<file path="config.mk">
export PLATFORM = sky130hd
export DESIGN_NAME = sbpm_point_store
export DESIGN_NICKNAME = d
export VERILOG_FILES = /design/src/rtl/sbpm_pkg.sv /design/src/rtl/sbpm_point_store.sv
export SDC_FILE = /design/constraint.sdc
export NUM_CORES = 2
export LEC_CHECK = 0
export BUFFER_PORTS_ARGS = -buffer_cell sky130_fd_sc_hd__buf_2
export CAP_MARGIN = 10
export CELL_PAD_IN_SITES_DETAIL_PLACEMENT = 0
export CELL_PAD_IN_SITES_GLOBAL_PLACEMENT = 2
export CORE_UTILIZATION = 55
export CTS_CLUSTER_DIAMETER = 30
export DETAILED_ROUTE_END_ITERATION = 16
export GPL_ROUTABILITY_DRIVEN = 0
export PLACE_DENSITY_LB_ADDON = 0.05
export SETUP_SLACK_MARGIN = 0.05
export SLEW_MARGIN = 10
export SYNTH_ARGS = -nofsm -noshare
export SYNTH_HDL_FRONTEND = slang
export SYNTH_SLANG_ARGS = --single-unit
</file>
<file path="constraint.sdc">
create_clock -name clk -period 10.2 [get_ports clk]
set_input_delay 1.53 -clock clk [delete_from_list [all_inputs] [get_ports clk]]
set_output_delay 1.53 -clock clk [all_outputs]
set_load 0.01 [all_outputs]
</file>
<file path="src/rtl/sbpm_pkg.sv">
// Shared types, codes and constants of the size-banded proximity merge block.
// Used by all modules under rtl; no dependencies of its own.
package sbpm_pkg;

    localparam int MAX_POINTS_DEF = 64;
    localparam int COORD_BITS_DEF = 20;

    localparam int HITS_W     = 17;
    localparam int CUT_W      = 43;
    localparam int REASON_W   = 3;
    localparam int CMD_W      = 2;
    localparam int APB_DATA_W = 64;
    localparam int APB_ADDR_W = 6;
    localparam int REG_IDX_W  = 3;

    localparam logic [HITS_W-1:0] SMALL_MIN_RST = 17'd0;
    localparam logic [HITS_W-1:0] SMALL_MAX_RST = 17'd15;
    localparam logic [HITS_W-1:0] BIG_MIN_RST   = 17'd50;
    localparam logic [HITS_W-1:0] BIG_MAX_RST   = 17'd99999;
    localparam logic [CUT_W-1:0]  CUT_RST       = 43'd0;

    // Input commands; the fourth code is ignored
    localparam logic [CMD_W-1:0] CMD_FIRST  = 2'd0;
    localparam logic [CMD_W-1:0] CMD_SECOND = 2'd1;
    localparam logic [CMD_W-1:0] CMD_DECIDE = 2'd2;

    // Result reason codes, in rule order
    localparam logic [REASON_W-1:0] REASON_NONE_SMALL = 3'd0;
    localparam logic [REASON_W-1:0] REASON_NONE_BIG   = 3'd1;
    localparam logic [REASON_W-1:0] REASON_BOTH_SMALL = 3'd2;
    localparam logic [REASON_W-1:0] REASON_BOTH_BIG   = 3'd3;
    localparam logic [REASON_W-1:0] REASON_NO_CLOSE   = 3'd4;
    localparam logic [REASON_W-1:0] REASON_CLOSE      = 3'd5;

    typedef enum logic [REG_IDX_W-1:0] {
        REG_SMALL_MIN = 3'd0,
        REG_SMALL_MAX = 3'd1,
        REG_BIG_MIN   = 3'd2,
        REG_BIG_MAX   = 3'd3,
        REG_DIST_CUT  = 3'd4
    } reg_idx_t;

    typedef struct packed {
        logic [HITS_W-1:0] small_min;
        logic [HITS_W-1:0] small_max;
        logic [HITS_W-1:0] big_min;
        logic [HITS_W-1:0] big_max;
        logic [CUT_W-1:0]  dist_cut;
    } cfg_t;

    typedef struct packed {
        logic hit;
        logic busy;
    } pair_stat_t;

    function automatic logic in_band(input logic [HITS_W-1:0] n,
                                     input logic [HITS_W-1:0] lo,
                                     input logic [HITS_W-1:0] hi);
        return (n > lo) && (n < hi);
    endfunction

endpackage

</file>
<file path="src/rtl/sbpm_point_store.sv">
// Vertex memory of one cluster: one write port, one registered read port.
// Depends on sbpm_pkg for parameter defaults.
module sbpm_point_store
    import sbpm_pkg::*;
#(
    parameter int MAX_POINTS = MAX_POINTS_DEF,
    parameter int COORD_BITS = COORD_BITS_DEF,
    localparam int IDX_W = (MAX_POINTS > 1) ? $clog2(MAX_POINTS) : 1
)
(
    input  logic                  clk,
    input  logic                  wr_en,
    input  logic [IDX_W-1:0]      wr_addr,
    input  logic [COORD_BITS-1:0] wr_wire,
    input  logic [COORD_BITS-1:0] wr_time,
    input  logic                  rd_en,
    input  logic [IDX_W-1:0]      rd_addr,
    output logic [COORD_BITS-1:0] rd_wire,
    output logic [COORD_BITS-1:0] rd_time
);

    logic [2*COORD_BITS-1:0] mem_reg [MAX_POINTS];
    logic [2*COORD_BITS-1:0] rd_data_reg;

    always_ff @(posedge clk)
    begin
        if (wr_en)
        begin
            mem_reg[wr_addr] <= {wr_wire, wr_time};
        end
        if (rd_en)
        begin
            rd_data_reg <= mem_reg[rd_addr];
        end
    end

    assign rd_wire = rd_data_reg[2*COORD_BITS-1:COORD_BITS];
    assign rd_time = rd_data_reg[COORD_BITS-1:0];

endmodule

</file>
==> impl_results.md <==
* Status: finished clean
* Total wire length at approximately 260000 um
* CP max FO at 90
* Clock Sinks at 2600
* Initial Util at 55.6%
* Crit path DAT at around 5.4 ns
* Setup bufs post-CTS at 0
* TritonCTS clock tree: built
* Reg2Reg Setup Slack at approximately 7.8 ns
* Clock transition at path regs at around 0.05 ns
* Most frequent cells in the layout: edfxtp_1 (2600), mux4_2 (608), clkbuf_16 (558)
* Max-slew violations at 0
* CP required at roughly 11 ns
* H-tree depth at 6
* Die X at 425 um
* Largest net degree at the start of global routing at 131
* CP Cell Sequence: buf_8 > buf_12 > buf_4 > mux4_2 > o22ai_1 > nor4_2 > o22a_1
* Hold-fix buffers, CTS at 0
* Port-buffer cells at 94
* Slew HR at between 6 and 7%
* Synthesized area at just under 0.1 mm2
* Final net count at 4771
* Netlist cell types at 35
* Worst setup path class: input pin to register
* Rows at 154
* Clock Skew at ~0.030 ns
* Ys async rst share at 0%
* Clock buffer depth at 4
* Slowest cell on crit path: buf_4
* First-pass GRT wire length at 368000 um
* Seq/Total Area, Yosys at ~79%
* Max frequency at 0.218 GHz
* Final hold violation count at 0
* Num CTS Buffers at around 540
* Commonest non-fill, non-tap cell in the layout: edfxtp_1
* Vias per inst at 6.47
* Drt first pass iters at 5
* Synthesized area per cell at 23.4 um2
* I/O pin total at 95
* Synth Instances at roughly 4200
* Antenna Nets Post-Route at 0
* Share of layout cells above drive strength 1 at 34.4%
* Yosys warnings at 0
* P&R area growth vs syn at 21.9%
* Hold crit path type: register to register
* MaxCap Viol Count at 0
* TNS Setup at 0 ns
* Fin crit share at 44.9%
* Leak Pwr at about 39 nW
* Peak VDD IR at ~0.18 mV
* Clk Latency, worst-skew pair at roughly 0.93 ns
* Clock Tree Root: clkbuf_16
* Mapped Nets at roughly 4300
* GRT Resource Usage Total at between 20 and 30%
* Final Cell Area at roughly 0.12 mm2
* Remaining routing DRC violations at 0
* Initial antenna violation count at 14
* DP Area at between 0.1 and 0.15 mm2
* Fin crit period at between 4 and 5 ns
* Most common flop cell mapped by yosys: edfxtp_1
* # setup viols final at 0
* Startpoint Class: input pin
* DRT iter0 DRCs at about 5300
* Avg WL per Cell at roughly 35 um
* Number of synthesized flops with an enable pin at 2600
* Number of global-route vias before repair at between 40000 and 50000
* Die Y at 425 um
* Via count at around 48000
* Max FFs per register at between 2000 and 3000
* Core area at 0.177 mm2
* Crit path largest cell delay at just over 0.8 ns
* Die Footprint at ~0.18 mm2
* Grt ovf at 0
* Worst-margin pin slew at 1.41 ns
* Yosys reg bits at between 2000 and 3000
* Unrepaired setup endpoints after global routing: false
* PD cells at about 250 mW/mm2
* # resized after CTS at 0
* DP Wirelength at about 120000 um
* Crit path capture type: register
==> power by group <==
group | internal, mW | switching, mW
logic | 0.366 | 0.649
clock network | 11.5 | 5.42
registers | 11.9 | 0.0374
total | 23.7 | 6.10
==> area by class of cell <==
class,count,area [um2]
diodes,11,27.5
clock buffers,620,14200
clock inverters,313,3420
fillers,10980,57000
multi-input cells,1357,19500
flip-flops and latches,2600,78100
well taps,2340,2930
repair buffers,222,1550
==> logic make-up (layout without fill, tap and decap cells) <==
logic type	Yosys count	count (layout)	share of synthesized area, %
simple gates	215	215	1.07
flops	2600	2600	79.5
other cells	0	11	0
compound gates	383	383	2.67
mux	759	759	15.5
buf+inv	238	1155	1.26
==> per-stage QoR <==
stage	std cells	setup WS, ns	utilization (%)	power [mW]	hold WS, ns
6_report	7463	5.62	67.8	29.9	0.893
5_1_grt	7456	5.35	67.8	30.6	0.930
4_1_cts	7450	5.55	67.7	30.0	0.896
3_5_place_dp	6517	4.56	57.8	13.1	0.885
3_3_place_gp	6517	4.55	57.8	13.1	0.867
2_1_floorplan	4195	4.95	-	12.7	0.838
==> critical path: cells and delay by family <==
kind | cells | cell delay (ns)
muxes | 1 | 0.37
AOI/OAI and AO/OA | 2 | 0.31
buffers and inverters | 3 | 2.08
and+or+nand+nor | 1 | 0.75
==> synthesized netlist by cell type, types with 13 or more instances <==
cell type	number	share of area, %
mux2i_1	113	1.2
clkbuf_1	80	0.31
edfxtp_1	2600	79
nor4_1	34	0.22
buf_4	49	0.37
nor2_1	97	0.37
mux2_2	38	0.44
mux4_2	608	14
a21oi_1	68	0.35
a22oi_1	18	0.14
o221ai_1	42	0.37
nand2_1	19	0.073
buf_1	20	0.076
buf_2	81	0.41
a221oi_1	34	0.30
o22ai_1	143	0.91
nand2b_1	13	0.083
a22o_1	16	0.14
o21ai_1	14	0.071
nor2b_1	16	0.10
o22a_1	26	0.23
==> worst paths after layout <==
| kind | from | endpoint | depth (start not counted) |
|---|---|---|---|
| hold reg to reg | mem_reg[48][20] | rd_data_reg[20] | 4 |
| setup / recovery | rd_addr[0] | rd_data_reg[30] | 7 |
| hold / removal | mem_reg[48][20] | rd_data_reg[20] | 4 |
| setup reg to reg | mem_reg[10][8] | rd_data_reg[8] | 5 |
==> routing by layer <==
metal  up-vias  wire length (um)  part of all wire (%)  global-route usage [%]
li1      19406                 -                     -                       -
met1     26177            101000                    39                    40.1
met2      2289            132000                    51                    48.7
met3       406             20200                   7.7                    5.29
met4         8              7710                   3.0                    9.76
met5         -                47                 0.018                       0
Note: power is estimated with default switching activity, not from simulation.
