`src/rtl/sbpm_pkg.sv`:
```
// Shared types, codes and constants of the size-banded proximity merge block.
// Used by all modules under rtl; no dependencies of its own.
package sbpm_pkg;

    localparam int MAX_POINTS_DEF = 64;
    localparam int COORD_BITS_DEF = 20;

    localparam int HITS_W     = 17;
    localparam int CUT_W      = 43;
    localparam int REASON_W   = 3;
    localparam int CMD_W      = 2;
    localparam int APB_DATA_W = 64;
    localparam int APB_ADDR_W = 6;
    localparam int REG_IDX_W  = 3;

    localparam logic [HITS_W-1:0] SMALL_MIN_RST = 17'd0;
    localparam logic [HITS_W-1:0] SMALL_MAX_RST = 17'd15;
    localparam logic [HITS_W-1:0] BIG_MIN_RST   = 17'd50;
    localparam logic [HITS_W-1:0] BIG_MAX_RST   = 17'd99999;
    localparam logic [CUT_W-1:0]  CUT_RST       = 43'd0;

    // Input commands; the fourth code is ignored
    localparam logic [CMD_W-1:0] CMD_FIRST  = 2'd0;
    localparam logic [CMD_W-1:0] CMD_SECOND = 2'd1;
    localparam logic [CMD_W-1:0] CMD_DECIDE = 2'd2;

    // Result reason codes, in rule order
    localparam logic [REASON_W-1:0] REASON_NONE_SMALL = 3'd0;
    localparam logic [REASON_W-1:0] REASON_NONE_BIG   = 3'd1;
    localparam logic [REASON_W-1:0] REASON_BOTH_SMALL = 3'd2;
    localparam logic [REASON_W-1:0] REASON_BOTH_BIG   = 3'd3;
    localparam logic [REASON_W-1:0] REASON_NO_CLOSE   = 3'd4;
    localparam logic [REASON_W-1:0] REASON_CLOSE      = 3'd5;

    typedef enum logic [REG_IDX_W-1:0] {
        REG_SMALL_MIN = 3'd0,
        REG_SMALL_MAX = 3'd1,
        REG_BIG_MIN   = 3'd2,
        REG_BIG_MAX   = 3'd3,
        REG_DIST_CUT  = 3'd4
    } reg_idx_t;

    typedef struct packed {
        logic [HITS_W-1:0] small_min;
        logic [HITS_W-1:0] small_max;
        logic [HITS_W-1:0] big_min;
        logic [HITS_W-1:0] big_max;
        logic [CUT_W-1:0]  dist_cut;
    } cfg_t;

    typedef struct packed {
        logic hit;
        logic busy;
    } pair_stat_t;

    function automatic logic in_band(input logic [HITS_W-1:0] n,
                                     input logic [HITS_W-1:0] lo,
                                     input logic [HITS_W-1:0] hi);
        return (n > lo) && (n < hi);
    endfunction

endpackage

```
`src/rtl/sbpm_pair_unit.sv`:
```
// Three-stage squared-distance pipeline: difference, square, sum and compare.
// Depends on sbpm_pkg.
module sbpm_pair_unit
    import sbpm_pkg::*;
#(
    parameter int COORD_BITS = COORD_BITS_DEF
)
(
    input  logic                  clk,
    input  logic                  rst_n,
    input  logic                  in_en,
    input  logic [COORD_BITS-1:0] a_wire,
    input  logic [COORD_BITS-1:0] a_time,
    input  logic [COORD_BITS-1:0] b_wire,
    input  logic [COORD_BITS-1:0] b_time,
    input  logic [CUT_W-1:0]      dist_cut,
    output pair_stat_t            stat
);

    localparam int DIFF_W = COORD_BITS + 1;
    localparam int SQ_W   = 2 * DIFF_W;
    localparam int SUM_W  = SQ_W + 1;
    localparam int CMP_W  = (SUM_W > CUT_W) ? SUM_W : CUT_W;

    logic signed [DIFF_W-1:0] d_wire;
    logic signed [DIFF_W-1:0] d_time;
    logic [DIFF_W-1:0]        abs_wire_reg;
    logic [DIFF_W-1:0]        abs_time_reg;
    logic [SQ_W-1:0]          sq_wire_reg;
    logic [SQ_W-1:0]          sq_time_reg;
    logic [SUM_W-1:0]         sum;
    logic                     v1_reg;
    logic                     v2_reg;
    logic                     hit_reg;

    assign d_wire = $signed({b_wire[COORD_BITS-1], b_wire})
                  - $signed({a_wire[COORD_BITS-1], a_wire});
    assign d_time = $signed({b_time[COORD_BITS-1], b_time})
                  - $signed({a_time[COORD_BITS-1], a_time});
    assign sum    = {1'b0, sq_wire_reg} + {1'b0, sq_time_reg};

    // Payload stages
    always_ff @(posedge clk)
    begin
        abs_wire_reg <= d_wire[DIFF_W-1] ? DIFF_W'(-d_wire) : DIFF_W'(d_wire);
        abs_time_reg <= d_time[DIFF_W-1] ? DIFF_W'(-d_time) : DIFF_W'(d_time);
        sq_wire_reg  <= abs_wire_reg * abs_wire_reg;
        sq_time_reg  <= abs_time_reg * abs_time_reg;
    end

    always_ff @(posedge clk or negedge rst_n)
    begin
        if (!rst_n)
        begin
            v1_reg  <= 1'b0;
            v2_reg  <= 1'b0;
            hit_reg <= 1'b0;
        end
        else
        begin
            v1_reg  <= in_en;
            v2_reg  <= v1_reg;
            hit_reg <= v2_reg && (CMP_W'(sum) < CMP_W'(dist_cut));
        end
    end

    assign stat.hit  = hit_reg;
    assign stat.busy = v1_reg || v2_reg;

endmodule

```
`config.mk`:
```
export PLATFORM = sky130hd
export DESIGN_NAME = sbpm_pair_unit
export DESIGN_NICKNAME = d
export VERILOG_FILES = /design/src/rtl/sbpm_pkg.sv /design/src/rtl/sbpm_pair_unit.sv
export SDC_FILE = /design/constraint.sdc
export NUM_CORES = 2
export LEC_CHECK = 0
export BUFFER_PORTS_ARGS = -buffer_cell sky130_fd_sc_hd__buf_2
export CAP_MARGIN = 15
export CORE_UTILIZATION = 70
export DETAILED_ROUTE_END_ITERATION = 10
export PLACE_DENSITY = 0.95
export RECOVER_POWER = 100
export SETUP_SLACK_MARGIN = 0.1
export SYNTH_ARGS = -nofsm -noshare
export SYNTH_HDL_FRONTEND = slang
export SYNTH_SLANG_ARGS = --single-unit
```
`constraint.sdc`:
```
create_clock -name clk -period 14.9 [get_ports clk]
set_input_delay 2.235 -clock clk [delete_from_list [all_inputs] [get_ports clk]]
set_output_delay 2.235 -clock clk [all_outputs]
set_load 0.05 [all_outputs]
```
==> flow_summary_export.csv <==
group,metric,value,unit
routing,drt_drc_violations_left,0,
sta,slew_violations,0,
worst_setup_path,cp_slowest_cell,"dfxtp_1",
finish,final_common_cell,"inv_1",
clock_tree,postCtsSetupBuffers,0,
yosys,synth_edf_count,0,
worst_setup_path,path_max_fanout,22,
worst_setup_path,worstPathArrival,8790,ps
yosys,ys_ff_latch,127,
placed_design,hpwl,64170,um
floorplanning,die_w,219.3,um
routing,post_drt_wl_per_cell,18.77,um
worst_hold_path,hold_start,"v1_reg$_DFF_PN0_",
worst_setup_path,cp.required,15310,ps
clock_tree,clk_pin_slew,70,ps
yosys,syn_avg_cell_area,8.911,um2
finish,postLayoutCellArea,34630,um2
grt,grt_start_max_net_pins,24,
outcome,outcome,"completed",
worst_setup_path,crit_path_start_kind,"flip-flop",
yosys,synth-compound-area-share,0.09005,
run,drv_cap,0,
finish,fin_nets,4932,
clock_tree,clk_path_buf_depth,2,
floorplanning,io_pins,128,
yosys,synthMuxAreaShare,0.0009845,
sta,relSlewSlack,0.3053,
clock_tree,root_buffer,"clkbuf_16",
yosys,ys_types,73,
yosys,synth_ff_type,"dfxtp_1",
floorplanning,die-area,48080,um2
clock_tree,post_cts_resized,0,
yosys,syn_nets,4891,
floorplanning,placementRows,79,
sta,tightestPinTransition,1029,ps
routing,post_drt_via_cell_ratio,6.057,
worst_setup_path,rr_endpoint,"sq_time_reg[39]$_DFF_P_",
sta,min_period,8381,ps
worst_setup_path,crit_path_end_kind,"flip-flop",
grt,grt_pass1_vias,29390,
clock_tree,cts_max_level,4,
sta,setup_violations,0,
clock_tree,cts_tree,"done",
sta,rsz0062_at_grt,"no",
grt,grt-ovfl-total,0,
sta,fmax,0.1193,GHz
floorplanning,start_util,0.7097,
clock_tree,clk_latency,480,ps
yosys,synth_top_family_by_area,"adder cells",
grt,antenna_found_initial,0,
finish,area_delta_synth_final,4.798,%
clock_tree,numCtsBuffers,17,
sta,setup_tns,0,ps
yosys,async_flop_share,0.02362,
routing,first_pass_iters,8,
routing,final_antenna_net_count,0,
yosys,synth_area,33040,um2
placed_design,postPlaceCellArea,34050,um2
sta,timing.final.crit_share,0.5625,
worst_hold_path,hold_path_class,"flip-flop to flip-flop",
placed_design,io_buffers,127,
grt,track_usage,0.3630,
sta,skew,12.03,ps
sta,hold_violations,0,
finish,drive_gt1_frac,0.04785,
worst_setup_path,ff2ff_path_depth,27,
yosys,synth_fa_ha_area_frac,0.5416,
floorplanning,core,46560,um2
yosys,synth_simple_gate_area_frac,0.1190,
clock_tree,clock-sinks,127,
routing,vias,26460,
yosys,synth-xor-area-share,0.05222,
worst_setup_path,rrSetupSlack,6520,ps
worst_setup_path,crit_top_cell,"inv_1",
worst_hold_path,worst_hold_path.endpoint,"v2_reg$_DFF_PN0_",
yosys,synth.yosys.warnings,0,
clock_tree,cts.hold.buffers_added,0,
placed_design,gp_congestion,0.9807,
worst_setup_path,reg2reg_from,"abs_time_reg[8]$_DFF_P_",
finish,final_cell_mix,"inv_1, fa_1, ha_1",
worst_setup_path,critical_path_class,"flip-flop to flip-flop",
worst_setup_path,slowest_delay,900,ps
floorplanning,die_h,219.3,um
worst_hold_path,whs_path_depth,0,
finish,diodes,0,
yosys,syn-instance-count,3708,
routing,drt_iter0_drc,2820,
routing,wl,82000,um
yosys,synth-seq-area-share,0.07740,
grt,grt_pass1_wl,136600,um
## worst max-delay path, delay by kind of cell, from the launching register on
| family | cells | cell delay [ps] |
|---|---|---|
| compound gates | 9 | 2720 |
| xor+xnor | 1 | 150 |
| fa+ha+maj | 8 | 3770 |
| buf+inv | 8 | 460 |
| flops | 1 | 900 |
| simple gates | 1 | 310 |
## synth_stat cells (4+ instances only)
library cell	instances	area (um2)
o211ai_1	6	45.04
and4_1	4	35.03
dfxtp_1	124	2482
o21ai_0	77	385.4
nor4_1	13	81.33
xnor2_1	139	1217
nor2_1	132	495.5
nor3_1	33	165.2
o21bai_1	19	142.6
a21oi_1	141	705.7
o21ai_1	12	60.06
a21boi_0	5	37.54
and3_1	11	68.82
or3_1	6	37.54
clkbuf_1	104	390.4
o21a_1	21	157.7
a211o_1	5	43.79
fa_1	622	12450
nand2b_1	20	125.1
a21o_1	78	585.6
ha_1	435	5443
o41ai_1	5	43.79
nand4_1	13	81.33
a221oi_1	6	52.55
o31ai_1	10	75.07
nand3_1	40	200.2
xor2_1	58	508.0
nand2_1	320	1201
a211oi_1	14	105.1
nor2b_1	32	200.2
and2_1	165	1032
or2_2	13	81.33
a31oi_1	20	125.1
a2111oi_0	4	35.03
inv_1	936	3513
## through the flow
| step | cells | setup WS, ps | util | hold WS (ps) |
|---|---|---|---|---|
| after floorplan | 3708 | 7807 | - | 346.1 |
| after global placement | 4337 | 7371 | 0.7314 | 352.9 |
| after detailed placement | 4337 | 6889 | 0.7314 | 354.9 |
| after CTS | 4369 | 6793 | 0.7445 | 373.9 |
| after global routing | 4369 | 6176 | 0.7438 | 383.0 |
| final | 4369 | 6519 | 0.7438 | 372.6 |
## layout make-up
cell class                 instances  area (um2)
clock inverter                    10       136.4
fill                            2773       11930
timing repair buffer             130       654.4
sequential                       127        2557
multi-input combinational       2537       26530
tap                              607       759.5
inverter                         936        3513
clock buffer                      22       474.2
## routing by layer
layer	up-vias	global-route usage	part of all wire
met4	0	0.2375	0.069
met3	540	0.08441	0.090
met1	12840	0.4020	0.34
li1	11460	-	-
met2	1625	0.6240	0.50
met5	-	0	0
## kinds of logic (layout without fill, tap and decap cells)
family / after synthesis / count (layout)
AO/OA/AOI/OAI: 463 / 463
XOR/XNOR: 197 / 197
adder cells (fa/ha/maj): 1057 / 1057
buffers and inverters: 1044 / 1098
flip-flops: 127 / 127
multiplexers: 3 / 3
AND/OR/NAND/NOR: 817 / 817
## worst max path at each step
stage / end / startpoint / depth (start not counted) / slack (ps)
floorplan: sq_wire_reg[32]$_DFF_P_ / abs_wire_reg[8]$_DFF_P_ / 28 / 7810
global placement: sq_time_reg[39]$_DFF_P_ / abs_time_reg[9]$_DFF_P_ / 24 / 7370
detailed placement: sq_wire_reg[32]$_DFF_P_ / abs_wire_reg[8]$_DFF_P_ / 26 / 6890
CTS: sq_wire_reg[32]$_DFF_P_ / abs_wire_reg[8]$_DFF_P_ / 26 / 6790
global route: sq_wire_reg[37]$_DFF_P_ / abs_wire_reg[14]$_DFF_P_ / 22 / 6180
finish: sq_time_reg[39]$_DFF_P_ / abs_time_reg[8]$_DFF_P_ / 27 / 6520
Power is left out: the tool's default activity adds up to more than one toggle a clock period on the data nets, which glitch-free logic cannot reach.
