--- src/rtl/sbpm_pkg.sv ---
// Shared types, codes and constants of the size-banded proximity merge block.
// Used by all modules under rtl; no dependencies of its own.
package sbpm_pkg;

    localparam int MAX_POINTS_DEF = 64;
    localparam int COORD_BITS_DEF = 20;

    localparam int HITS_W     = 17;
    localparam int CUT_W      = 43;
    localparam int REASON_W   = 3;
    localparam int CMD_W      = 2;
    localparam int APB_DATA_W = 64;
    localparam int APB_ADDR_W = 6;
    localparam int REG_IDX_W  = 3;

    localparam logic [HITS_W-1:0] SMALL_MIN_RST = 17'd0;
    localparam logic [HITS_W-1:0] SMALL_MAX_RST = 17'd15;
    localparam logic [HITS_W-1:0] BIG_MIN_RST   = 17'd50;
    localparam logic [HITS_W-1:0] BIG_MAX_RST   = 17'd99999;
    localparam logic [CUT_W-1:0]  CUT_RST       = 43'd0;

    // Input commands; the fourth code is ignored
    localparam logic [CMD_W-1:0] CMD_FIRST  = 2'd0;
    localparam logic [CMD_W-1:0] CMD_SECOND = 2'd1;
    localparam logic [CMD_W-1:0] CMD_DECIDE = 2'd2;

    // Result reason codes, in rule order
    localparam logic [REASON_W-1:0] REASON_NONE_SMALL = 3'd0;
    localparam logic [REASON_W-1:0] REASON_NONE_BIG   = 3'd1;
    localparam logic [REASON_W-1:0] REASON_BOTH_SMALL = 3'd2;
    localparam logic [REASON_W-1:0] REASON_BOTH_BIG   = 3'd3;
    localparam logic [REASON_W-1:0] REASON_NO_CLOSE   = 3'd4;
    localparam logic [REASON_W-1:0] REASON_CLOSE      = 3'd5;

    typedef enum logic [REG_IDX_W-1:0] {
        REG_SMALL_MIN = 3'd0,
        REG_SMALL_MAX = 3'd1,
        REG_BIG_MIN   = 3'd2,
        REG_BIG_MAX   = 3'd3,
        REG_DIST_CUT  = 3'd4
    } reg_idx_t;

    typedef struct packed {
        logic [HITS_W-1:0] small_min;
        logic [HITS_W-1:0] small_max;
        logic [HITS_W-1:0] big_min;
        logic [HITS_W-1:0] big_max;
        logic [CUT_W-1:0]  dist_cut;
    } cfg_t;

    typedef struct packed {
        logic hit;
        logic busy;
    } pair_stat_t;

    function automatic logic in_band(input logic [HITS_W-1:0] n,
                                     input logic [HITS_W-1:0] lo,
                                     input logic [HITS_W-1:0] hi);
        return (n > lo) && (n < hi);
    endfunction

endpackage

--- src/rtl/sbpm_regs.sv ---
// APB configuration registers: hit-count bands and squared-distance cut.
// Depends on sbpm_pkg.
module sbpm_regs
    import sbpm_pkg::*;
(
    input  logic                  clk,
    input  logic                  rst_n,
    input  logic                  psel,
    input  logic                  penable,
    input  logic                  pwrite,
    input  logic [APB_ADDR_W-1:0] paddr,
    input  logic [APB_DATA_W-1:0] pwdata,
    output logic [APB_DATA_W-1:0] prdata,
    output logic                  pready,
    output cfg_t                  cfg
);

    cfg_t     cfg_reg;
    cfg_t     cfg_next;
    reg_idx_t idx;
    logic     wr_en;

    assign idx    = reg_idx_t'(paddr[APB_ADDR_W-1:3]);
    assign pready = 1'b1;
    assign wr_en  = psel && penable && pwrite;
    assign cfg    = cfg_reg;

    always_comb
    begin
        cfg_next = cfg_reg;
        if (wr_en)
        begin
            unique case (idx)
                REG_SMALL_MIN: cfg_next.small_min = pwdata[HITS_W-1:0];
                REG_SMALL_MAX: cfg_next.small_max = pwdata[HITS_W-1:0];
                REG_BIG_MIN:   cfg_next.big_min   = pwdata[HITS_W-1:0];
                REG_BIG_MAX:   cfg_next.big_max   = pwdata[HITS_W-1:0];
                REG_DIST_CUT:  cfg_next.dist_cut  = pwdata[CUT_W-1:0];
                default:       cfg_next = cfg_reg;
            endcase
        end
    end

    always_comb
    begin
        unique case (idx)
            REG_SMALL_MIN: prdata = {{(APB_DATA_W-HITS_W){1'b0}}, cfg_reg.small_min};
            REG_SMALL_MAX: prdata = {{(APB_DATA_W-HITS_W){1'b0}}, cfg_reg.small_max};
            REG_BIG_MIN:   prdata = {{(APB_DATA_W-HITS_W){1'b0}}, cfg_reg.big_min};
            REG_BIG_MAX:   prdata = {{(APB_DATA_W-HITS_W){1'b0}}, cfg_reg.big_max};
            REG_DIST_CUT:  prdata = {{(APB_DATA_W-CUT_W){1'b0}}, cfg_reg.dist_cut};
            default:       prdata = '0;
        endcase
    end

    always_ff @(posedge clk or negedge rst_n)
    begin
        if (!rst_n)
        begin
            cfg_reg.small_min <= SMALL_MIN_RST;
            cfg_reg.small_max <= SMALL_MAX_RST;
            cfg_reg.big_min   <= BIG_MIN_RST;
            cfg_reg.big_max   <= BIG_MAX_RST;
            cfg_reg.dist_cut  <= CUT_RST;
        end
        else
        begin
            cfg_reg <= cfg_next;
        end
    end

endmodule

--- config.mk ---
export PLATFORM = sky130hd
export DESIGN_NAME = sbpm_regs
export DESIGN_NICKNAME = d
export VERILOG_FILES = /design/src/rtl/sbpm_pkg.sv /design/src/rtl/sbpm_regs.sv
export SDC_FILE = /design/constraint.sdc
export NUM_CORES = 1
export LEC_CHECK = 0
export BUFFER_PORTS_ARGS = -buffer_cell sky130_fd_sc_hd__buf_2
export CORE_UTILIZATION = 45
export DETAILED_ROUTE_END_ITERATION = 8
export GPL_TIMING_DRIVEN = 0
export PLACE_DENSITY = 0.84
export SLEW_MARGIN = 25
export SYNTH_ARGS = -nofsm -noshare
export SYNTH_HDL_FRONTEND = slang
export SYNTH_SLANG_ARGS = --single-unit
--- constraint.sdc ---
create_clock -name clk -period 1.3 [get_ports clk]
set_input_delay 0.065 -clock clk [delete_from_list [all_inputs] [get_ports clk]]
set_output_delay 0.065 -clock clk [all_outputs]
set_load 0.02 [all_outputs]
==> impl_metrics.ini, run 1 <==
[outcome]
status = finished, violations left
violations = negative setup slack

[global_routing]
grt_usage_pct = 26.5
grt_first_pass_wirelength_um = 23000
antenna_found_initial = 0
grt_max_degree = 68
grt_overflow_total = 0
grt_pass1_vias = 4317

[hold_path]
hold_class = in2reg
min_from = pwdata[12]

[setup_path]
cp-start-kind = flop
worst-setup-path-type = reg2out
end_kind = output pin
crit_buf_inv = 1
crit_family = flip-flops
worst_ep_required_time_ns = 1.24
slowest_stage = dfstp_2
crit_fanout = 2
worst_path_largest_cell_delay_ns = 0.54
crit_start = cfg[52]$_DFFE_PN1P_
cp_cell_sequence = mux2i_1 -> o2bb2ai_1 -> a221o_1 -> buf_6
crit_arrival_ns = 1.40
r2r_start = cfg[48]$_DFFE_PN0P_

[clock_network]
cts_tree = yes
path_clk_slew_ns = 0.07
clk_latency_ns = 0.34
cts_made_buffers = 9
root_buffer = clkbuf_16
cts-htree-levels = 3
cts_sinks = 111
clockBufferDepth = 2

[synth]
synth.distinct_cells = 20
syn_avg_cell_area_um2 = 14.3
synth_cells = 355
ys_ff_latch = 111
synth-seq-area-share_pct = 55.0
yosysWarnings = 0
synth_area_um2 = 5090

[sta]
drv_slew = 0
hold_viol = 0
fin_crit_sh_pct = 113
skew_ns = 0
finalWorstSetupSlack_ns = -0.168
max_freq_ghz = 0.681
rsz0062_at_grt = yes
setup_viol = 17
fin_crit_ns = 1.47
holdWs_ns = 0.0134

[floorplan]
start_util_pct = 46.5
num_rows = 38
dieArea_um2 = 11700
die_y_um = 108
fp.coreArea_um2 = 10900
fp.dieW_um = 108
io_pins = 251

[routing]
wl_um = 15400
routed_via_density = 5.10
first_iter_violations = 178
route.detailed.drc = 0
post_drt_wl_per_cell_um = 19.0
dr.pass1.iters = 4
drtAntennaViolNets = 0
vias = 4145

[final_layout]
largest_register_ffs = 111
fillCellCount = 752
multi_input_area_um2 = 2140
regArea_um2 = 2800
final_area_um2 = 7650
fin_nets = 742
drive_above_1_share_pct = 63.7
area_growth_pct = 50.4
antennaDiodeCount = 0

[run]
maxCapViolCount = 0

[pwr]
power.share.clock_pct = 26.3
sequentialPowerShare_pct = 41.1
p_comb_share_pct = 32.6
fin_total_pwr_uw = 11500
p_leak_uw = 0.00399
intPower_uw = 7710
peakVddDrop_mv = 0.812
power.density_nw_per_um2 = 1500
p_sw_share_pct = 32.7
p_switching_uw = 3750

[placement]
placedInstanceArea_um2 = 6430
dp_hpwl_um = 9890
io_buffers = 202
globalplace.congestion = 0.774
cell usage after synthesis:
cell | n | area share [%]
a221o_1 | 17 | 3.3
and2_1 | 26 | 3.2
buf_1 | 1 | 0.074
buf_2 | 13 | 1.3
buf_4 | 24 | 3.5
clkbuf_1 | 5 | 0.37
conb_1 | 2 | 0.15
dfrtp_1 | 94 | 46
dfstp_2 | 17 | 8.8
mux2_1 | 11 | 2.4
mux2_2 | 100 | 22
mux2i_1 | 17 | 3.3
nand2b_1 | 1 | 0.12
nand4_1 | 1 | 0.12
nand4b_4 | 1 | 0.47
nor2_2 | 2 | 0.25
nor3_2 | 2 | 0.39
nor3b_2 | 3 | 0.74
o2bb2ai_1 | 17 | 2.9
or3_1 | 1 | 0.12
worst paths after layout:
check	end	slack [ns]	depth (start not counted)
worst min register to register	cfg[96]$_DFFE_PN0P_	0.52	1
max in group asynchronous	cfg[59]$_DFFE_PN1P_	0.37	3
min in group asynchronous	cfg[104]$_DFFE_PN0P_	0.21	2
worst max register to register	cfg[48]$_DFFE_PN0P_	0.28	3
worst min-delay path	cfg[55]$_DFFE_PN0P_	0.01	2
worst max-delay path	prdata[9]	-0.17	4
metrics by stage:
| step | setup slack [ns] | cells | setup TNS, ns | util [%] |
|---|---|---|---|---|
| after floorplan | -0.00721 | 375 | -0.270 | - |
| after global placement | -0.973 | 717 | -149.49 | 58.5 |
| after detailed placement | -0.883 | 718 | -53.84 | 58.8 |
| after CTS | -0.177 | 803 | -2.16 | 69.1 |
| after global routing | -0.217 | 812 | -3.11 | 70.0 |
| final | -0.168 | 812 | -2.06 | 70.0 |
power groups by stage:
stage          combinational [uW]  clock (uW)  sequential, uW
2_1_floorplan                1110           0            5550
3_3_place_gp                 3060           0            4730
3_5_place_dp                 3140           0            4780
4_1_cts                      3630        3030            4690
5_1_grt                      3970        3160            4800
6_report                     3730        3010            4710
per-layer routing:
layer / track usage [%] / wire length [um] / up-vias
met5: 0 / 0 / -
met4: 10.5 / 269 / 0
met3: 5.06 / 908 / 26
met2: 47.5 / 7940 / 185
met1: 31.1 / 6280 / 2057
li1: - / - / 1877
cells in the final DEF, fill, tap and decap left out, drive strengths merged:
cell	synthesis	layout
clkbuf	5	17
nor2	2	2
mux2	111	111
nor3	2	2
a221o	17	17
dlygate4sd3	0	35
conb	2	22
nand2b	1	1
nand4	1	1
mux2i	17	17
bufinv	0	2
clkinv	0	1
dfrtp	94	94
nand4b	1	1
and2	26	26
o2bb2ai	17	17
nor3b	3	3
buf	38	285
dfstp	17	17
or3	1	1
cell type report:
cell class,count,share of cell area [%]
well taps,140,2.29
multi-input cells,221,27.9
clock inverters,3,0.850
clock buffers,13,3.40
repair buffers,281,24.2
plain buffers,43,4.73
flip-flops and latches,111,36.6
kinds of logic (layout without fill, tap and decap cells):
family / Yosys count / in the layout / synth area share (%)
simple gates: 37 / 37 / 5.41
mux: 128 / 128 / 27.9
compound gates: 34 / 34 / 6.27
other cells: 2 / 22 / 0.148
buf+inv: 43 / 340 / 5.26
flops: 111 / 111 / 55.0
timing repair:
item / CTS / global route
buffers inserted: 34 / 9
pin swaps: 8 / 6
endpoints found under the hold margin: 82 / 0
gates resized for setup: 61 / 11
hold buffers: 35 / 0
setup endpoints to repair: 93 / 34
Power figures use the tool's default switching activity.
==> inputs of run 2 (changes only) <==
==> constraint.sdc (replaced) <==
create_clock -name clk -period 1.3 [get_ports clk]
set_input_delay 0.26 -clock clk [delete_from_list [all_inputs] [get_ports clk]]
set_output_delay 0.26 -clock clk [all_outputs]
set_load 0.02 [all_outputs]
==> run 2 against run 1 <==
The run still ends with negative setup slack left. Cell count shrank 0.12%. First-iteration DRC count grew 7.3%. Clock power grew 16%. Critical endpoint is now prdata[16].
==> impl_metrics.ini, run 2 (synthesized netlist as in run 1, its figures left out) <==
[floorplan]
fp.dieW_um = 108
dieArea_um2 = 11700
start_util_pct = 46.5
fp.coreArea_um2 = 10900
num_rows = 38
die_y_um = 108
io_pins = 251

[sta]
slew_headroom_pct = 64.2
worstMarginPinSlew_ns = 0.537
finalWorstSetupSlack_ns = -0.433
fin_tns_setup_ns = -21.40
setup_viol = 123
rsz0062_at_grt = yes
drv_slew = 0
max_freq_ghz = 0.577
skew_ns = 0
fin_crit_ns = 1.73
fin_crit_sh_pct = 133
hold_viol = 0

[global_routing]
antenna_found_initial = 0
grtUsageMet1_pct = 33.6
grt_pass1_vias = 4425
busiest_layer = met2
grt_max_degree = 59
grtUsageMet3_pct = 6.15
grt_overflow_total = 0
use_met2_pct = 52.9
grt_usage_pct = 29.3
grt_first_pass_wirelength_um = 24900

[hold_path]
min_from = pwdata[25]
hold-path-cell-count = 2
holdPathEnd = cfg[25]$_DFFE_PN0P_
hold_class = in2reg

[routing]
routed_via_density = 5.46
wl_um = 18900
first_iter_violations = 191
dr.pass1.iters = 4
route.detailed.drc = 0
post_drt_wl_per_cell_um = 23.3
drtAntennaViolNets = 0
vias = 4425

[pwr]
power.density_nw_per_um2 = 1480
fin_total_pwr_uw = 12900
peakVddDrop_mv = 0.985
p_leak_uw = 0.00443

[setup_path]
rrSetupSlack_ns = 0.23
worst_ep_required_time_ns = 1.04
crit_fanout = 2
worst_path_largest_cell_delay_ns = 0.41
end_kind = output pin
slowest_stage = dfrtp_1
cp-start-kind = flop
reg2reg_depth = 4
crit_arrival_ns = 1.47
cp_cell_sequence = mux2i_1 -> o2bb2ai_1 -> a221o_1 -> buf_6
reg2reg_to = cfg[79]$_DFFE_PN1P_
r2r_start = cfg[79]$_DFFE_PN1P_
worst-setup-path-type = reg2out

[final_layout]
area_growth_pct = 71.2
fillCellCount = 582
antennaDiodeCount = 0
final_area_um2 = 8710
multi_input_area_um2 = 2520
fin_nets = 741
drive_above_1_share_pct = 76.8
largest_register_ffs = 111
final_common_cell = buf_2
regArea_um2 = 2800
layout_common_cells = buf_2, buf_6, dfrtp_1

[clock_network]
path_clk_slew_ns = 0.08
root_buffer = clkbuf_16
clk_latency_ns = 0.35
cts_sinks = 111
cts_made_buffers = 9
clockBufferDepth = 2
cts-htree-levels = 3
cts_tree = yes

[outcome]
status = finished, violations left
violations = negative setup slack

[placement]
globalplace.congestion = 0.781
placedInstanceArea_um2 = 6710
dp_hpwl_um = 10100
dp_worst_setup_slack_ns = -0.709
io_buffers = 202

[run]
maxCapViolCount = 0
run 2: where the power goes:
part / leakage [uW] / total, uW / internal (uW) / switching [uW]
Clock: 0.000184 / 3500 / 2150 / 1350
Sequential: 0.00138 / 4830 / 4210 / 626
Combinational: 0.00287 / 4570 / 2350 / 2230
run 2: worst max-delay path by stage:
stage	startpoint	end	cells past startpoint	slack, ns
2_1_floorplan	pwrite	cfg[66]$_DFFE_PN0P_	4	-0.19
3_3_place_gp	rst_n	cfg[74]$_DFFE_PN0P_	1	-1.22
3_5_place_dp	paddr[4]	prdata[11]	6	-0.71
4_1_cts	cfg[77]$_DFFE_PN1P_	prdata[0]	4	-0.40
5_1_grt	cfg[93]$_DFFE_PN0P_	prdata[16]	4	-0.48
6_report	cfg[93]$_DFFE_PN0P_	prdata[16]	4	-0.43
run 2: final cells by class:
cell class	instances	share of cell area, %
plain buffers	41	5.33
clock buffers	10	2.74
clock inverters	6	1.58
multi-input cells	221	29.0
flip-flops and latches	111	32.1
well taps	140	2.01
repair buffers	282	27.2
run 2: what timing repair did:
| item | CTS | global route |
|---|---|---|
| endpoints found under the setup margin | 147 | 126 |
| pin swaps | 27 | 9 |
| setup buffers | 54 | 24 |
| resized for setup | 197 | 102 |
| hold buffers | 1 | 0 |
| hold endpoints to repair | 43 | 0 |
| cloned | 6 | 3 |
run 2: metrics by stage:
stage               utilization, %  std cells  hold slack (ns)
finish                        79.6        811            0.131
global placement              61.0        717            0.491
CTS                           75.2        794            0.125
detailed placement            61.3        718            0.247
global route                  79.6        811            0.138
floorplan                        -        375          -0.0356
run 2: routing by layer:
metal	up-vias	wire length, um
met4	0	646
li1	1877	-
met2	236	9890
met3	54	1200
met5	-	0
met1	2258	7140
run 2: worst max-delay path, delay by kind of cell (launching register included):
kind,cells,cell delay (ns)
flops,1,0.41
compound gates,2,0.40
mux,1,0.16
buf+inv,1,0.15
==> inputs of run 3 (changes only) <==
--- a/config.mk
+++ b/config.mk
@@ -5,11 +5,13 @@
 export SDC_FILE = /design/constraint.sdc
 export NUM_CORES = 1
 export LEC_CHECK = 0
+export ABC_CLOCK_PERIOD_IN_PS = 1300
 export BUFFER_PORTS_ARGS = -buffer_cell sky130_fd_sc_hd__buf_2
 export CORE_UTILIZATION = 45
 export DETAILED_ROUTE_END_ITERATION = 8
 export GPL_TIMING_DRIVEN = 0
 export PLACE_DENSITY = 0.84
+export REMOVE_ABC_BUFFERS = 1
 export SLEW_MARGIN = 25
 export SYNTH_ARGS = -nofsm -noshare
 export SYNTH_HDL_FRONTEND = slang
==> run 3 against run 2 <==
Register-to-register slack better by 0.12 ns. Sequential share of layout area up 2.2 points. Sequential cell count unchanged. Sequential power down 1%. Highest routed layer unchanged. The run still ends with negative setup slack left. Critical path depth unchanged. Total power down 6.9%. Cell count down 5.3%. Maximum frequency up 2.0%. Largest cell class is now sequential cells.
==> impl_metrics.ini, run 3 (synthesized netlist as in run 1, its figures left out) <==
[floorplan]
start_util_pct = 46.5
io_pins = 251
num_rows = 38
dieArea_um2 = 11700
fp.dieW_um = 108
die_y_um = 108
fp.coreArea_um2 = 10900

[run]
maxCapViolCount = 0

[final_layout]
layout_common_cells = buf_2, buf_6, dfrtp_1
area_growth_pct = 60.0
multi_input_area_um2 = 2430
final_area_um2 = 8140
largest_register_ffs = 111
drive_above_1_share_pct = 72.0
fillCellCount = 627
regArea_um2 = 2800
antennaDiodeCount = 0
final_core_util_pct = 74.4
final_common_cell = buf_2
fin_nets = 698

[sta]
rsz0062_at_grt = yes
max_freq_ghz = 0.589
fin_tns_setup_ns = -18.69
holdWs_ns = 0.141
fin_crit_sh_pct = 131
setup_viol = 118
finalWorstSetupSlack_ns = -0.399
worstMarginPinSlew_ns = 0.502
hold_viol = 0
drv_slew = 0
slew_headroom_pct = 66.6
skew_ns = 0
fin_crit_ns = 1.70

[setup_path]
cp_cell_sequence = mux2i_1 -> o2bb2ai_1 -> a221o_1 -> buf_6
slowest_stage = dfrtp_1
end_kind = output pin
crit_buf_inv = 1
cp-start-kind = flop
crit_fanout = 3
crit_arrival_ns = 1.44
worst_path_largest_cell_delay_ns = 0.40
crit_family = flip-flops
rrSetupSlack_ns = 0.35
worst_ep_required_time_ns = 1.04
worst-setup-path-type = reg2out

[hold_path]
hold_class = in2reg

[placement]
placedInstanceArea_um2 = 6240
dp_hpwl_um = 9080
dp_worst_setup_slack_ns = -1.49
globalplace.congestion = 0.759
io_buffers = 204

[global_routing]
grt_max_degree = 60
antenna_found_initial = 0
grt_usage_pct = 29.9
grt_pass1_vias = 4400
grt_overflow_total = 0
grt_first_pass_wirelength_um = 25700

[clock_network]
cts-htree-levels = 3
clk_latency_ns = 0.34
clockBufferDepth = 2
path_clk_slew_ns = 0.08
cts_made_buffers = 9
cts_sinks = 111
root_buffer = clkbuf_16
cts_tree = yes

[routing]
routed_via_density = 5.43
dr.pass1.iters = 4
wl_met1_um = 7160
top_layer = met4
met3_length_um = 1140
post_drt_wl_per_cell_um = 23.1
wl_met2_um = 8990
vias = 4169
route.detailed.drc = 0
first_iter_violations = 231
wl_um = 17700
drtAntennaViolNets = 0

[pwr]
p_leak_uw = 0.00410
power.density_nw_per_um2 = 1480
peakVddDrop_mv = 0.904

[outcome]
status = finished, violations left
violations = negative setup slack
-- run 3: changes by cell type in the layout (fill, tap and decap cells not counted), sizes merged --
cell,previous run,this run
buf,319,278
bufinv,4,1
clkbuf,13,11
clkinv,0,2
inv,2,3
-- run 3: worst reg2reg max path: stages (launching register included) --
cell     delay, ns
dfstp_2       0.38
buf_6         0.11
buf_4         0.13
mux2_2        0.26
-- run 3: area by class of cell --
class                           instances  share of cell area [%]
Clock buffer                           10                    2.94
Clock inverter                          6                   0.815
Multi-Input combinational cell        221                    29.8
Sequential cell                       111                    34.4
Tap cell                              140                    2.15
Timing Repair Buffer                  280                    29.9
-- run 3: per-stage QoR --
| stage | total power, uW | std cells |
|---|---|---|
| floorplan | 6580 | 332 |
| CTS | 11600 | 765 |
| global route | 12500 | 768 |
| global placement | 7720 | 676 |
| detailed placement | 7880 | 683 |
| finish | 12000 | 768 |
-- run 3: worst paths after layout --
path,start,endpoint,cells past startpoint
max,cfg[54]$_DFFE_PN0P_,prdata[11],4
min,pwdata[22],cfg[22]$_DFFE_PN0P_,2
max reg2reg,cfg[80]$_DFFE_PN1P_,cfg[80]$_DFFE_PN1P_,3
min reg2reg,cfg[95]$_DFFE_PN0P_,cfg[95]$_DFFE_PN0P_,1
max in group asynchronous,rst_n,cfg[78]$_DFFE_PN1P_,3
min in group asynchronous,rst_n,cfg[104]$_DFFE_PN0P_,2
-- run 3: metal layers --
metal,GRT usage (%),up-vias
li1,-,1780
met1,36.5,2146
met2,53.3,211
met3,6.45,32
met4,7.92,0
met5,0,-
-- run 3: power by group --
group / leakage, uW / switching, uW / total (uW) / internal (uW)
Sequential: 0.00138 / 579 / 4780 / 4210
Clock: 0.000154 / 1320 / 2880 / 1570
Combinational: 0.00256 / 2170 / 4340 / 2170
Total: 0.00410 / 4070 / 12000 / 7940
-- run 3: timing repair --
item                                    in CTS  in global routing
endpoints found under the hold margin       56                  0
setup buffers                               59                 15
hold buffers                                 1                  0
gates cloned                                 6                  0
pin swaps                                   20                  6
gates resized for setup                    233                 67
endpoints found under the setup margin     171                153
